$ cat src/ddpl_pkg.sv
// Shared types and constants for the drive distance PID loop.
`timescale 1ns / 1ps

package ddpl_pkg;

  localparam int TARGET_W    = 24;
  localparam int GAIN_W      = 16;
  localparam int LIMIT_W     = 11;
  localparam int BAND_W      = 12;
  localparam int ERR_W       = 25;
  localparam int INT_W       = 12;
  localparam int CMD_W       = 15;
  localparam int ACC_W       = 44;
  localparam int ACC_LIMIT   = 409600;
  localparam int CMD_SHIFT   = 5;
  localparam int QUEUE_DEPTH = 2;
  localparam int PADDR_W     = 5;
  localparam int PDATA_W     = 32;

  localparam logic [LIMIT_W-1:0] LIMIT_RESET = LIMIT_W'(1600);
  localparam logic [BAND_W-1:0]  BAND_RESET  = BAND_W'(16);

  typedef enum logic [2:0] {
    REG_TARGET   = 3'd0,
    REG_GAIN_P   = 3'd1,
    REG_GAIN_I   = 3'd2,
    REG_GAIN_D   = 3'd3,
    REG_INT_LIM  = 3'd4,
    REG_DONE_BND = 3'd5
  } reg_idx_e;

  typedef struct packed {
    logic signed [TARGET_W-1:0] target;
    logic signed [GAIN_W-1:0]   gain_p;
    logic signed [GAIN_W-1:0]   gain_i;
    logic signed [GAIN_W-1:0]   gain_d;
    logic [LIMIT_W-1:0]         int_limit;
    logic [BAND_W-1:0]          done_band;
  } cfg_t;

  typedef struct packed {
    logic                    restart;
    logic signed [ERR_W-1:0] err;
  } q_word_t;

  typedef struct packed {
    logic full;
    logic empty;
  } q_stat_t;

endpackage

$ cat src/ddpl_regs.sv
// APB register file holding target, gains, integral limit and done band.
`timescale 1ns / 1ps

module ddpl_regs (
  input  logic                           clk_i,
  input  logic                           rst_ni,
  input  logic                           psel,
  input  logic                           penable,
  input  logic                           pwrite,
  input  logic [ddpl_pkg::PADDR_W-1:0]   paddr,
  input  logic [ddpl_pkg::PDATA_W-1:0]   pwdata,
  output logic [ddpl_pkg::PDATA_W-1:0]   prdata,
  output logic                           pready,
  output ddpl_pkg::cfg_t                 cfg_o
);
  import ddpl_pkg::*;

  cfg_t       cfg_q;
  logic [2:0] idx;
  logic       wr_en;

  assign idx    = paddr[PADDR_W-1:2];
  assign wr_en  = psel && penable && pwrite;
  assign pready = 1'b1;
  assign cfg_o  = cfg_q;

  always_ff @(posedge clk_i or negedge rst_ni) begin
    if (!rst_ni) begin
      cfg_q.target    <= '0;
      cfg_q.gain_p    <= '0;
      cfg_q.gain_i    <= '0;
      cfg_q.gain_d    <= '0;
      cfg_q.int_limit <= LIMIT_RESET;
      cfg_q.done_band <= BAND_RESET;
    end else if (wr_en) begin
      unique case (idx)
        REG_TARGET:   cfg_q.target    <= pwdata[TARGET_W-1:0];
        REG_GAIN_P:   cfg_q.gain_p    <= pwdata[GAIN_W-1:0];
        REG_GAIN_I:   cfg_q.gain_i    <= pwdata[GAIN_W-1:0];
        REG_GAIN_D:   cfg_q.gain_d    <= pwdata[GAIN_W-1:0];
        REG_INT_LIM:  cfg_q.int_limit <= pwdata[LIMIT_W-1:0];
        REG_DONE_BND: cfg_q.done_band <= pwdata[BAND_W-1:0];
        default: ;
      endcase
    end
  end

  always_comb begin
    unique case (idx)
      REG_TARGET:   prdata = PDATA_W'(unsigned'(cfg_q.target));
      REG_GAIN_P:   prdata = PDATA_W'(unsigned'(cfg_q.gain_p));
      REG_GAIN_I:   prdata = PDATA_W'(unsigned'(cfg_q.gain_i));
      REG_GAIN_D:   prdata = PDATA_W'(unsigned'(cfg_q.gain_d));
      REG_INT_LIM:  prdata = PDATA_W'(cfg_q.int_limit);
      REG_DONE_BND: prdata = PDATA_W'(cfg_q.done_band);
      default:      prdata = '0;
    endcase
  end

endmodule

$ cat src/ddpl_front.sv
// Front pipeline: encoder average by six and position error per word.
`timescale 1ns / 1ps

module ddpl_front #(
  parameter int POSITION_BITS = 24
) (
  input  logic                            clk_i,
  input  logic                            rst_ni,
  input  ddpl_pkg::cfg_t                  cfg_i,
  input  logic                            in_valid_i,
  output logic                            in_ready_o,
  input  logic                            restart_i,
  input  logic signed [POSITION_BITS-1:0] left_front_pos_i,
  input  logic signed [POSITION_BITS-1:0] left_mid_pos_i,
  input  logic signed [POSITION_BITS-1:0] left_back_pos_i,
  input  logic signed [POSITION_BITS-1:0] right_front_pos_i,
  input  logic signed [POSITION_BITS-1:0] right_mid_pos_i,
  input  logic signed [POSITION_BITS-1:0] right_back_pos_i,
  output logic                            word_valid_o,
  output ddpl_pkg::q_word_t               word_o,
  input  logic                            full_i
);
  import ddpl_pkg::*;

  localparam int P      = POSITION_BITS;
  localparam int TW     = P + 2;
  localparam int SW     = P + 3;
  localparam int HW     = P + 1;
  localparam int NIB    = (HW + 3) / 4;
  localparam int NB     = 4 * NIB;
  localparam int DIV_ST = (NIB + 3) / 4;
  localparam int DW     = ((P > TARGET_W) ? P : TARGET_W) + 2;

  localparam logic signed [DW-1:0] E_MAX = DW'((1 << (ERR_W - 1)) - 1);
  localparam logic signed [DW-1:0] E_MIN = ~E_MAX;

  function automatic logic [5:0] div3_step(input logic [1:0] r, input logic [3:0] d);
    logic [5:0]  v;
    logic [11:0] m;
    logic [3:0]  q;
    logic [5:0]  rm;
    v  = {r, d};
    m  = 12'(v) * 12'd43;
    q  = m[10:7];
    rm = v - 6'(q) * 6'd3;
    return {q, rm[1:0]};
  endfunction

  logic              en;
  logic signed [TW-1:0] tl_q, tr_q;
  logic              rs1_q, v1_q;
  logic signed [SW-1:0] sum6;
  logic [SW-1:0]     mag;

  logic [NB-1:0]     dw_q [DIV_ST+1];
  logic [1:0]        dr_q [DIV_ST+1];
  logic              dneg_q [DIV_ST+1];
  logic              drs_q [DIV_ST+1];
  logic              dv_q [DIV_ST+1];
  logic [NB-1:0]     dw_d [DIV_ST+1];
  logic [1:0]        dr_d [DIV_ST+1];

  logic [P-1:0]      quot;
  logic signed [DW-1:0] qx, avg, diff;
  logic signed [ERR_W-1:0] err_c;
  q_word_t           word_q;
  logic              wv_q;

  assign en           = !wv_q || !full_i;
  assign in_ready_o   = en;
  assign word_valid_o = wv_q;
  assign word_o       = word_q;

  assign sum6 = SW'(tl_q) + SW'(tr_q);
  assign mag  = sum6[SW-1] ? unsigned'(-sum6) : unsigned'(sum6);

  always_comb begin
    logic [NB-1:0] w;
    logic [1:0]    r;
    logic [5:0]    st;
    dw_d[0] = NB'(mag[HW:1]);
    dr_d[0] = 2'd0;
    for (int j = 1; j <= DIV_ST; j++) begin
      w = dw_q[j-1];
      r = dr_q[j-1];
      for (int i = 0; i < 4; i++) begin
        if ((j - 1) * 4 + i < NIB) begin
          st = div3_step(r, w[NB-1 -: 4]);
          w  = {w[NB-5:0], st[5:2]};
          r  = st[1:0];
        end
      end
      dw_d[j] = w;
      dr_d[j] = r;
    end
  end

  assign quot = dw_q[DIV_ST][P-1:0];
  assign qx   = signed'(DW'(quot));
  assign avg  = dneg_q[DIV_ST] ? -qx : qx;
  assign diff = DW'(cfg_i.target) - avg;

  always_comb begin
    priority if (diff > E_MAX) begin
      err_c = E_MAX[ERR_W-1:0];
    end else if (diff < E_MIN) begin
      err_c = E_MIN[ERR_W-1:0];
    end else begin
      err_c = diff[ERR_W-1:0];
    end
  end

  always_ff @(posedge clk_i) begin
    if (en) begin
      tl_q <= TW'(left_front_pos_i) + TW'(left_mid_pos_i) + TW'(left_back_pos_i);
      tr_q <= TW'(right_front_pos_i) + TW'(right_mid_pos_i) + TW'(right_back_pos_i);
      rs1_q <= restart_i;
      dneg_q[0] <= sum6[SW-1];
      drs_q[0]  <= rs1_q;
      for (int j = 0; j <= DIV_ST; j++) begin
        dw_q[j] <= dw_d[j];
        dr_q[j] <= dr_d[j];
      end
      for (int j = 1; j <= DIV_ST; j++) begin
        dneg_q[j] <= dneg_q[j-1];
        drs_q[j]  <= drs_q[j-1];
      end
      word_q.restart <= drs_q[DIV_ST];
      word_q.err     <= err_c;
    end
  end

  always_ff @(posedge clk_i or negedge rst_ni) begin
    if (!rst_ni) begin
      v1_q <= 1'b0;
      for (int j = 0; j <= DIV_ST; j++) begin
        dv_q[j] <= 1'b0;
      end
      wv_q <= 1'b0;
    end else if (en) begin
      v1_q    <= in_valid_i;
      dv_q[0] <= v1_q;
      for (int j = 1; j <= DIV_ST; j++) begin
        dv_q[j] <= dv_q[j-1];
      end
      wv_q <= dv_q[DIV_ST];
    end
  end

endmodule

$ cat src/ddpl_queue.sv
// Short queue of error words between the front and back pipelines.
`timescale 1ns / 1ps

module ddpl_queue (
  input  logic              clk_i,
  input  logic              rst_ni,
  input  logic              push_valid_i,
  input  ddpl_pkg::q_word_t push_word_i,
  input  logic              pop_i,
  output ddpl_pkg::q_word_t word_o,
  output ddpl_pkg::q_stat_t stat_o
);
  import ddpl_pkg::*;

  localparam int PTR_W = (QUEUE_DEPTH > 1) ? $clog2(QUEUE_DEPTH) : 1;
  localparam int CNT_W = $clog2(QUEUE_DEPTH + 1);
  localparam logic [PTR_W-1:0] PTR_LAST = PTR_W'(QUEUE_DEPTH - 1);
  localparam logic [CNT_W-1:0] CNT_FULL = CNT_W'(QUEUE_DEPTH);

  q_word_t          mem_q [QUEUE_DEPTH];
  logic [PTR_W-1:0] wp_q, rp_q;
  logic [CNT_W-1:0] cnt_q;
  logic             push, pop;

  assign stat_o.full  = (cnt_q == CNT_FULL);
  assign stat_o.empty = (cnt_q == '0);
  assign push   = push_valid_i && !stat_o.full;
  assign pop    = pop_i && !stat_o.empty;
  assign word_o = mem_q[rp_q];

  always_ff @(posedge clk_i) begin
    if (push) begin
      mem_q[wp_q] <= push_word_i;
    end
  end

  always_ff @(posedge clk_i or negedge rst_ni) begin
    if (!rst_ni) begin
      wp_q  <= '0;
      rp_q  <= '0;
      cnt_q <= '0;
    end else begin
      if (push) begin
        wp_q <= (wp_q == PTR_LAST) ? '0 : wp_q + 1'b1;
      end
      if (pop) begin
        rp_q <= (rp_q == PTR_LAST) ? '0 : rp_q + 1'b1;
      end
      unique case ({push, pop})
        2'b10:   cnt_q <= cnt_q + 1'b1;
        2'b01:   cnt_q <= cnt_q - 1'b1;
        default: cnt_q <= cnt_q;
      endcase
    end
  end

endmodule

$ cat src/ddpl_back.sv
// Back pipeline: integral, derivative and done state, gain products, drive clamp.
`timescale 1ns / 1ps

module ddpl_back (
  input  logic                                clk_i,
  input  logic                                rst_ni,
  input  ddpl_pkg::cfg_t                      cfg_i,
  input  ddpl_pkg::q_word_t                   word_i,
  input  logic                                empty_i,
  output logic                                pop_o,
  output logic                                out_valid_o,
  input  logic                                out_ready_i,
  output logic signed [ddpl_pkg::CMD_W-1:0]   drive_command_o,
  output logic                                move_done_o
);
  import ddpl_pkg::*;

  localparam int IW = ERR_W + 1;
  localparam int PE = GAIN_W + ERR_W;
  localparam int PI = GAIN_W + INT_W;
  localparam int PD = GAIN_W + IW;
  localparam logic signed [ACC_W-1:0] A_MAX = ACC_W'(ACC_LIMIT);
  localparam logic signed [ACC_W-1:0] A_MIN = -A_MAX;

  logic                    en;
  logic signed [INT_W-1:0] int_q;
  logic signed [ERR_W-1:0] prev_q;
  logic                    fin_q;

  logic signed [INT_W-1:0] int0;
  logic signed [ERR_W-1:0] prev0;
  logic                    fin0;
  logic signed [IW-1:0]    isum, lim, emag;
  logic signed [INT_W-1:0] int_n;
  logic                    hit;

  logic signed [ERR_W-1:0] e1_q;
  logic signed [INT_W-1:0] i1_q;
  logic signed [IW-1:0]    d1_q;
  logic                    z1_q, dn1_q, v1_q;

  logic signed [PE-1:0]    pe_q;
  logic signed [PI-1:0]    pi_q;
  logic signed [PD-1:0]    pd_q;
  logic                    z2_q, dn2_q, v2_q;

  logic signed [ACC_W-1:0] acc, acc_c;
  logic signed [CMD_W-1:0] cmd_q;
  logic                    done_q, ov_q;

  assign en              = !ov_q || out_ready_i;
  assign pop_o           = en && !empty_i;
  assign out_valid_o     = ov_q;
  assign drive_command_o = cmd_q;
  assign move_done_o     = done_q;

  always_comb begin
    int0  = word_i.restart ? '0 : int_q;
    prev0 = word_i.restart ? '0 : prev_q;
    fin0  = word_i.restart ? 1'b0 : fin_q;
    isum  = IW'(int0) + IW'(word_i.err);
    lim   = signed'(IW'(cfg_i.int_limit));
    priority if (isum > lim) begin
      int_n = lim[INT_W-1:0];
    end else if (isum < -lim) begin
      int_n = INT_W'(-lim);
    end else begin
      int_n = isum[INT_W-1:0];
    end
    emag = word_i.err[ERR_W-1] ? -IW'(word_i.err) : IW'(word_i.err);
    hit  = (emag <= signed'(IW'(cfg_i.done_band)));
  end

  always_ff @(posedge clk_i or negedge rst_ni) begin
    if (!rst_ni) begin
      int_q  <= '0;
      prev_q <= '0;
      fin_q  <= 1'b0;
    end else if (pop_o) begin
      int_q  <= fin0 ? int0 : int_n;
      prev_q <= fin0 ? prev0 : word_i.err;
      fin_q  <= fin0 || hit;
    end
  end

  assign acc = ACC_W'(pe_q) + ACC_W'(pi_q) + ACC_W'(pd_q);

  always_comb begin
    priority if (acc > A_MAX) begin
      acc_c = A_MAX;
    end else if (acc < A_MIN) begin
      acc_c = A_MIN;
    end else begin
      acc_c = acc;
    end
  end

  always_ff @(posedge clk_i) begin
    if (en) begin
      e1_q   <= word_i.err;
      i1_q   <= int_n;
      d1_q   <= IW'(word_i.err) - IW'(prev0);
      z1_q   <= fin0;
      dn1_q  <= fin0 || hit;
      pe_q   <= PE'(cfg_i.gain_p) * PE'(e1_q);
      pi_q   <= PI'(cfg_i.gain_i) * PI'(i1_q);
      pd_q   <= PD'(cfg_i.gain_d) * PD'(d1_q);
      z2_q   <= z1_q;
      dn2_q  <= dn1_q;
      cmd_q  <= z2_q ? '0 : CMD_W'(acc_c >>> CMD_SHIFT);
      done_q <= dn2_q;
    end
  end

  always_ff @(posedge clk_i or negedge rst_ni) begin
    if (!rst_ni) begin
      v1_q <= 1'b0;
      v2_q <= 1'b0;
      ov_q <= 1'b0;
    end else if (en) begin
      v1_q <= !empty_i;
      v2_q <= v1_q;
      ov_q <= v2_q;
    end
  end

endmodule

$ cat src/drive_distance_pid_loop_unit.sv
// Throughput: one word per cycle unless stalled, set by the integral/done state update.
// The divide by six is a radix-16 digit pipeline, four digits a stage.
// Reset: asynchronous, clears registers to defaults, state, queue and valids at once.
// Top level: registers, front pipeline, word queue and back pipeline.
`timescale 1ns / 1ps

module drive_distance_pid_loop_unit #(
  parameter int POSITION_BITS = 24
) (
  input  logic                               clk_i,
  input  logic                               rst_ni,
  input  logic                               psel,
  input  logic                               penable,
  input  logic                               pwrite,
  input  logic [ddpl_pkg::PADDR_W-1:0]       paddr,
  input  logic [ddpl_pkg::PDATA_W-1:0]       pwdata,
  output logic [ddpl_pkg::PDATA_W-1:0]       prdata,
  output logic                               pready,
  input  logic                               in_valid_i,
  output logic                               in_ready_o,
  input  logic                               restart_i,
  input  logic signed [POSITION_BITS-1:0]    left_front_pos_i,
  input  logic signed [POSITION_BITS-1:0]    left_mid_pos_i,
  input  logic signed [POSITION_BITS-1:0]    left_back_pos_i,
  input  logic signed [POSITION_BITS-1:0]    right_front_pos_i,
  input  logic signed [POSITION_BITS-1:0]    right_mid_pos_i,
  input  logic signed [POSITION_BITS-1:0]    right_back_pos_i,
  output logic                               out_valid_o,
  input  logic                               out_ready_i,
  output logic signed [ddpl_pkg::CMD_W-1:0]  drive_command_o,
  output logic                               move_done_o
);
  import ddpl_pkg::*;

  cfg_t    cfg;
  q_word_t f_word, q_word;
  q_stat_t q_stat;
  logic    f_valid, q_pop;

  ddpl_regs u_regs (
    .clk_i   (clk_i),
    .rst_ni  (rst_ni),
    .psel    (psel),
    .penable (penable),
    .pwrite  (pwrite),
    .paddr   (paddr),
    .pwdata  (pwdata),
    .prdata  (prdata),
    .pready  (pready),
    .cfg_o   (cfg)
  );

  ddpl_front #(
    .POSITION_BITS (POSITION_BITS)
  ) u_front (
    .clk_i             (clk_i),
    .rst_ni            (rst_ni),
    .cfg_i             (cfg),
    .in_valid_i        (in_valid_i),
    .in_ready_o        (in_ready_o),
    .restart_i         (restart_i),
    .left_front_pos_i  (left_front_pos_i),
    .left_mid_pos_i    (left_mid_pos_i),
    .left_back_pos_i   (left_back_pos_i),
    .right_front_pos_i (right_front_pos_i),
    .right_mid_pos_i   (right_mid_pos_i),
    .right_back_pos_i  (right_back_pos_i),
    .word_valid_o      (f_valid),
    .word_o            (f_word),
    .full_i            (q_stat.full)
  );

  ddpl_queue u_queue (
    .clk_i        (clk_i),
    .rst_ni       (rst_ni),
    .push_valid_i (f_valid),
    .push_word_i  (f_word),
    .pop_i        (q_pop),
    .word_o       (q_word),
    .stat_o       (q_stat)
  );

  ddpl_back u_back (
    .clk_i           (clk_i),
    .rst_ni          (rst_ni),
    .cfg_i           (cfg),
    .word_i          (q_word),
    .empty_i         (q_stat.empty),
    .pop_o           (q_pop),
    .out_valid_o     (out_valid_o),
    .out_ready_i     (out_ready_i),
    .drive_command_o (drive_command_o),
    .move_done_o     (move_done_o)
  );

  a_cmd_range : assert property (@(posedge clk_i) disable iff (!rst_ni)
    out_valid_o |-> (drive_command_o >= -15'sd12800 && drive_command_o <= 15'sd12800))
    else $error("drive command outside full power range");

  a_stall_full : assert property (@(posedge clk_i) disable iff (!rst_ni)
    !in_ready_o |-> (q_stat.full && f_valid))
    else $error("front stalled while queue had room");

  a_pop_word : assert property (@(posedge clk_i) disable iff (!rst_ni)
    (q_pop && !out_valid_o) |=> !q_stat.full)
    else $error("queue full right after a pop into an empty back pipeline");

endmodule

$ cat config.mk
export PLATFORM = sky130hd
export DESIGN_NAME = drive_distance_pid_loop_unit
export DESIGN_NICKNAME = d
export VERILOG_FILES = /design/src/ddpl_pkg.sv /design/src/ddpl_regs.sv /design/src/ddpl_front.sv /design/src/ddpl_queue.sv /design/src/ddpl_back.sv /design/src/drive_distance_pid_loop_unit.sv
export SDC_FILE = /design/constraint.sdc
export NUM_CORES = 2
export LEC_CHECK = 0
export CORE_ASPECT_RATIO = 0.5
export CORE_MARGIN = 2
export CORE_UTILIZATION = 55
export DETAILED_ROUTE_END_ITERATION = 7
export DONT_BUFFER_PORTS = 1
export HOLD_SLACK_MARGIN = 0.02
export PLACE_DENSITY = 0.69
export SLEW_MARGIN = 10
export SYNTH_ARGS = -nofsm -noshare
export SYNTH_HDL_FRONTEND = slang
export SYNTH_SLANG_ARGS = --single-unit
$ cat constraint.sdc
create_clock -name clk_i -period 20.1 [get_ports clk_i]
set_input_delay 0 -clock clk_i [delete_from_list [all_inputs] [get_ports clk_i]]
set_output_delay 0 -clock clk_i [all_outputs]
set_load 0.02 [all_outputs]
---- After elaboration in Yosys (flattened, before gate mapping) ----
Memory sizes are Yosys's and may differ from the RTL's. A register that Yosys moved wholly into a read port is not among the register bits.
Cells that the tools add are included.
word-level totals
  flip-flop bits (word level) ............. 417
  RAM bits ................................ 148
  input port bits ......................... 189
  output and inout port bits .............. 51
  logic and storage cells ................. 144
  memories kept ........................... 5
memory list
  memory          words  width  read ports  clocked after memory_dff  write ports  RTL line          RTL
  u_front.dw_q    3      28     3           0                         3            ddpl_front.sv:55  logic [NB-1:0] dw_q [DIV_ST+1];
  u_queue.mem_q   2      26     1           0                         1            ddpl_queue.sv:20  q_word_t mem_q [QUEUE_DEPTH];
  u_front.dr_q    3      2      2           0                         3            ddpl_front.sv:56  logic [1:0] dr_q [DIV_ST+1];
  u_front.dneg_q  3      1      3           0                         3            ddpl_front.sv:57  logic dneg_q [DIV_ST+1];
  u_front.drs_q   3      1      3           1                         3            ddpl_front.sv:58  logic drs_q [DIV_ST+1];
cells by class
  $add $sub $neg .......................... 25
  $mul .................................... 17
  magnitude comparators ................... 7
  equal/unequal tests ..................... 8
  mux-type cells .......................... 21
  reduce and logical (&&, ||, !) cells .... 23
operator list
  kind                                                                                count
  24-bit case mux with 6 select lines                                                 1
  26-bit two-way mux                                                                  3
  6-bit by 6-bit multiplier with 11-bit output (second input constant)                7
  25-bit two-way mux                                                                  3
  25-bit by 24-bit adder with 26-bit output                                           2
  24-bit by 24-bit adder with 25-bit output                                           2
  12-bit two-way mux                                                                  4
  44-bit by 20-bit greater-than comparator with 1-bit output (second input constant)  1
  44-bit by 20-bit less-than comparator with 1-bit output (second input constant)     1
  42-bit by 42-bit adder with 43-bit output                                           1
  41-bit by 28-bit adder with 42-bit output                                           1
  16-bit by 26-bit multiplier with 42-bit output                                      1
  16-bit by 25-bit multiplier with 41-bit output                                      1
  16-bit by 12-bit multiplier with 28-bit output                                      1
  4-bit by 2-bit multiplier with 2-bit output (second input constant)                 7
  26-bit by 26-bit adder with 27-bit output                                           1
  12-bit by 25-bit adder with 26-bit output                                           1
  26-bit by 12-bit greater-than comparator with 1-bit output                          1
  26-bit by 25-bit greater-than comparator with 1-bit output (second input constant)  1
  26-bit by 13-bit <= comparator with 1-bit output                                    1
  26-bit by 25-bit less-than comparator with 1-bit output (second input constant)     1
  26-bit less-than comparator                                                         1
  11-bit negator with 26-bit output                                                   1
  24-bit negator with 26-bit output                                                   1
  26 further kinds                                                                    56

---- Longest topological paths before layout ----
An unclocked memory read counts as a cell.
  word-level depth ........................ 13
  mapped depth ............................ 47
  gate-level depth less buffers ........... 47

---- Hierarchy ----
Synthesis repeated with hierarchy kept, for this count alone.
unflattened totals
  cell total of the unflattened synthesis .. 7,475
  area total of the unflattened synthesis .. 74,067.3 µm²
by module, submodules not included
  module      instances  cells each  area an instance (µm²)  sequential area each (µm²)
  ddpl_back   1          5,558       51,605.7                6,851.6
  ddpl_front  1          1,505       15,797.7                4,929.7
  ddpl_regs   1          313         4,490.6                 2,382.3
  ddpl_queue  1          99          2,173.3                 1,661.6

---- Worst setup path before layout ----
OpenSTA, ideal clock, no wires.
  path kind ............................... register to register
  start ................................... memory u_front.dr_q[1][0] (netlist: u_front.dr_q[0][2])
  end ..................................... memory u_front.dw_q[0][59] in the netlist's numbering, data pin
  library setup time ...................... 0.258 ns
  arrival ................................. 9.477 ns
  required time ........................... 19.842 ns
  setup slack ............................. 10.365 ns
  cell stages (with the launch flop) ...... 46
  buffers on the path ..................... 0
  clock period less this slack ............ 9.735 ns
  cell sequence ........................... edfxtp_1 ha_1 ha_1 inv_1 fa_1 inv_1 ha_1 and3_1 a31o_2 a21o_1 a21oi_1 xnor2_1 ha_1 ha_1 nor2_1 xnor2_1 xnor2_1 xnor2_1 [10 not listed] inv_1 ha_1 xor2_1 ha_1 ha_1 inv_1 fa_1 inv_1 ha_1 and3_1 a31o_2 a21o_1 a21oi_1 nor2b_1 o21a_1 o21a_1 nor2_1 xnor2_1
RTL lines
  item                RTL line
  start: declaration  ddpl_front.sv:56
  end: declaration    ddpl_front.sv:55

==> results.yml <==
run_status:
  outcome: "complete, no violations"
layout:
  area_growth_syn_to_layout_pct: 8.59
  drive_above_1_share_pct: 4.74
  nets: 9306
detailed_routing:
  drc_errors: 0
  drtPass1Iterations: 6
  vias: 51800
  routed_wire_length_per_instance_um: 19.5
  postRouteAntennaNets: 0
  vias_per_cell: 5.63
  drt_iter0_markers: 3789
  wl_mm: 179
die:
  floorplan.die_area_um2: 135000
  die_y_um: 261
  row_count: 94
  ios: 240
  core_area_um2: 131000
  die_x_um: 517
  start_util_pct: 55.3
timing:
  rsz0062_at_grt: "false"
  slew_violations: 0
  max_slew_margin_pct: 15.8
  finalClockSkew_ns: 0.0755
  clock.fmax_ghz: 0.0965
  setup_viol: 0
  fin_crit_sh_pct: 51.6
  tns_ns: 0
  hold-worst-slack_ns: 0.0532
  fin_crit_ns: 10.36
  hold_viol_final: 0
  worst_pin_slew_ns: 1.26
clock_tree:
  path_clk_slew_ns: 0.07
  clockBufferDepth: 3
  htree_levels: 2
  postCtsSetupRepairBufs: 0
  cts_root_buffer: "clkbuf_16"
  clk-insertion-delay-late_ns: 0.70
  numCtsBuffers: 58
  cts_tree: "built"
  clock-sinks: 551
critical_path:
  critPathCaptureType: "flip-flop"
  crit_path_top_delay_cell: "fa_1"
  cp-startpoint: "u_front.dr_q[0][2]$_DFFE_PP_"
  worst-path-buf-inv: 8
  worstSetupEndpoint: "u_front.dw_q[0][59]$_DFFE_PP_"
  r2r_cells: 46
  r2r-end: "u_front.dw_q[0][59]$_DFFE_PP_"
  cp.depth: 46
  rrSetupSlack_ns: 9.74
  cpLargestDelayFamily: "adder cells"
  cp_max_fo: 4
  reg2reg_from: "u_front.dr_q[0][2]$_DFFE_PP_"
  max_stage_delay_ns: 0.53
  cp-start-kind: "flip-flop"
  cp_common_cell: "ha_1"
  worst_ep_arrival_time_ns: 10.79
  crit_type: "reg2reg"
  required_ns: 20.53
yosys:
  synth_edf_count: 406
  postSynth.asyncResetShare_pct: 26.3
  ys_warn_count: 0
  ys_seq_area_share_pct: 21.8
  synth_top_flop_cell: "edfxtp_1"
  syn-cell-area_um2: 72500
  ys_types: 95
  synth-seq-cells: 551
  yosys-top-cells-count: "inv_1 (1233), fa_1 (1087), nand2_1 (812), ha_1 (656), edfxtp_1 (406)"
  yosysMostFrequentCell: "inv_1"
  synth.top_cell.area_share_pct: 30.0
  netlist_instances: 7258
  postSynthAreaPerCell_um2: 9.98
  synth_area_leaders: "fa_1 (30%), edfxtp_1 (17%), ha_1 (11%), inv_1 (6.4%), dfrtp_1 (4.9%)"
  yosysTopAreaCell: "fa_1"
global_route:
  grt_pass1_vias: 53300
  track_usage_pct: 27.2
  antenna_found_initial: 12
  grt_pass1_wl_mm: 287
  grt_max_degree: 119
  overflow: 0
placed_design:
  io_buffer_count: 0
  gp_congestion: 0.927
  hpwlAfterDp_mm: 139
min_path:
  worstHoldStart: "pwdata[16]"
  hold_path_class: "in2reg"
flow_run:
  drv_cap: 0
-- registers in the layout, indices dropped and copies added, names as in the netlist, 26 cells and up --
name,count
u_back.pd_q,42
u_back.pe_q,41
u_queue.mem_q,52
u_regs.cfg_o,95
u_front.tl_q,26
u_front.dw_q,73
u_front.tr_q,26
u_back.pi_q,28
u_back.d1_q,26
u_front.word_o,26
-- routing by layer --
metal  GRT usage (%)  vias up  wire, um
met5               0        -        35
met4            6.07        6      4020
met3            6.88      284     17200
met2            43.7     1861     81800
met1            37.4    25900     76100
li1                -    23700         -
-- worst min-delay path by stage --
| stage | endpoint | cells past startpoint | slack (ns) |
|---|---|---|---|
| after CTS | u_regs.cfg_o[53]$_DFFE_PN0P_ | 3 | 0.03 |
| final | u_regs.cfg_o[87]$_DFFE_PN0P_ | 2 | 0.05 |
| after detailed placement | u_regs.cfg_o[45]$_DFFE_PN0P_ | 0 | -0.29 |
| after global placement | u_regs.cfg_o[45]$_DFFE_PN0P_ | 0 | -0.29 |
| after global routing | u_regs.cfg_o[87]$_DFFE_PN0P_ | 2 | 0.05 |
| after floorplan | u_back.fin_q$_DFFE_PN0P_ | 0 | -0.30 |
-- through the flow --
| stage | setup WS [ns] | area, um^2 | instances | utilization (%) |
|---|---|---|---|---|
| 6_report | 9.74 | 78700 | 9204 | 60.0 |
| 2_1_floorplan | 10.36 | 72500 | 7265 | - |
| 3_3_place_gp | 9.71 | 74200 | 8845 | 56.6 |
| 4_1_cts | 9.64 | 78700 | 9200 | 60.0 |
| 3_5_place_dp | 9.67 | 74200 | 8845 | 56.6 |
| 5_1_grt | 9.10 | 78700 | 9201 | 60.0 |
-- cell families (layout without fill, tap and decap cells) --
| family | Yosys count | in the layout | synth area share, % |
|---|---|---|---|
| flip-flops | 551 | 551 | 21.8 |
| other | 2 | 13 | 0.0104 |
| AND/OR/NAND/NOR | 1964 | 1964 | 13.1 |
| buffers and inverters | 1488 | 1647 | 7.78 |
| AO/OA/AOI/OAI | 959 | 959 | 8.60 |
| XOR/XNOR | 382 | 382 | 4.63 |
| adder cells (fa/ha/maj) | 1748 | 1748 | 41.4 |
| multiplexers | 164 | 164 | 2.60 |
-- layout by cell type, fill, tap and decap left out, types with 31 or more instances in the layout --
master / netlist / routed
a21o_1: 116 / 116
a21oi_1: 258 / 258
a31oi_1: 35 / 34
and2_1: 379 / 379
and3_1: 31 / 31
buf_4: 10 / 59
clkbuf_16: 0 / 59
dfrtp_1: 141 / 140
dlygate4sd3_1: 0 / 243
edfxtp_1: 406 / 406
fa_1: 1087 / 1087
ha_1: 656 / 656
inv_1: 1233 / 1233
mux2_2: 113 / 113
mux2i_1: 43 / 42
nand2_1: 812 / 812
nand2b_1: 99 / 98
nand3_1: 74 / 74
nand4_1: 46 / 46
nor2_1: 273 / 271
nor2b_1: 60 / 60
nor3_1: 80 / 79
o21a_1: 57 / 57
o21ai_0: 194 / 194
o21bai_1: 35 / 35
o31ai_1: 32 / 32
xnor2_1: 287 / 287
xor2_1: 94 / 94
-- layout make-up --
cell class | count | area, um^2
multi-input combinational | 5226 | 51100
timing repair buffer | 304 | 2920
antenna | 4 | 10.0
fill | 11000 | 52500
tap | 1776 | 2220
clock inverter | 39 | 419
inverter | 1233 | 4630
clock buffer | 71 | 1580
sequential | 551 | 15800
-- what timing repair did --
action | CTS | global route
setup endpoints to repair | 0 | 0
hold buffers | 245 | 0
gates resized for setup | 0 | 0
endpoints found under the hold margin | 291 | 0
Power is not shown: default switching activity piles up to over one toggle a cycle in this logic, so the estimate is an artifact.
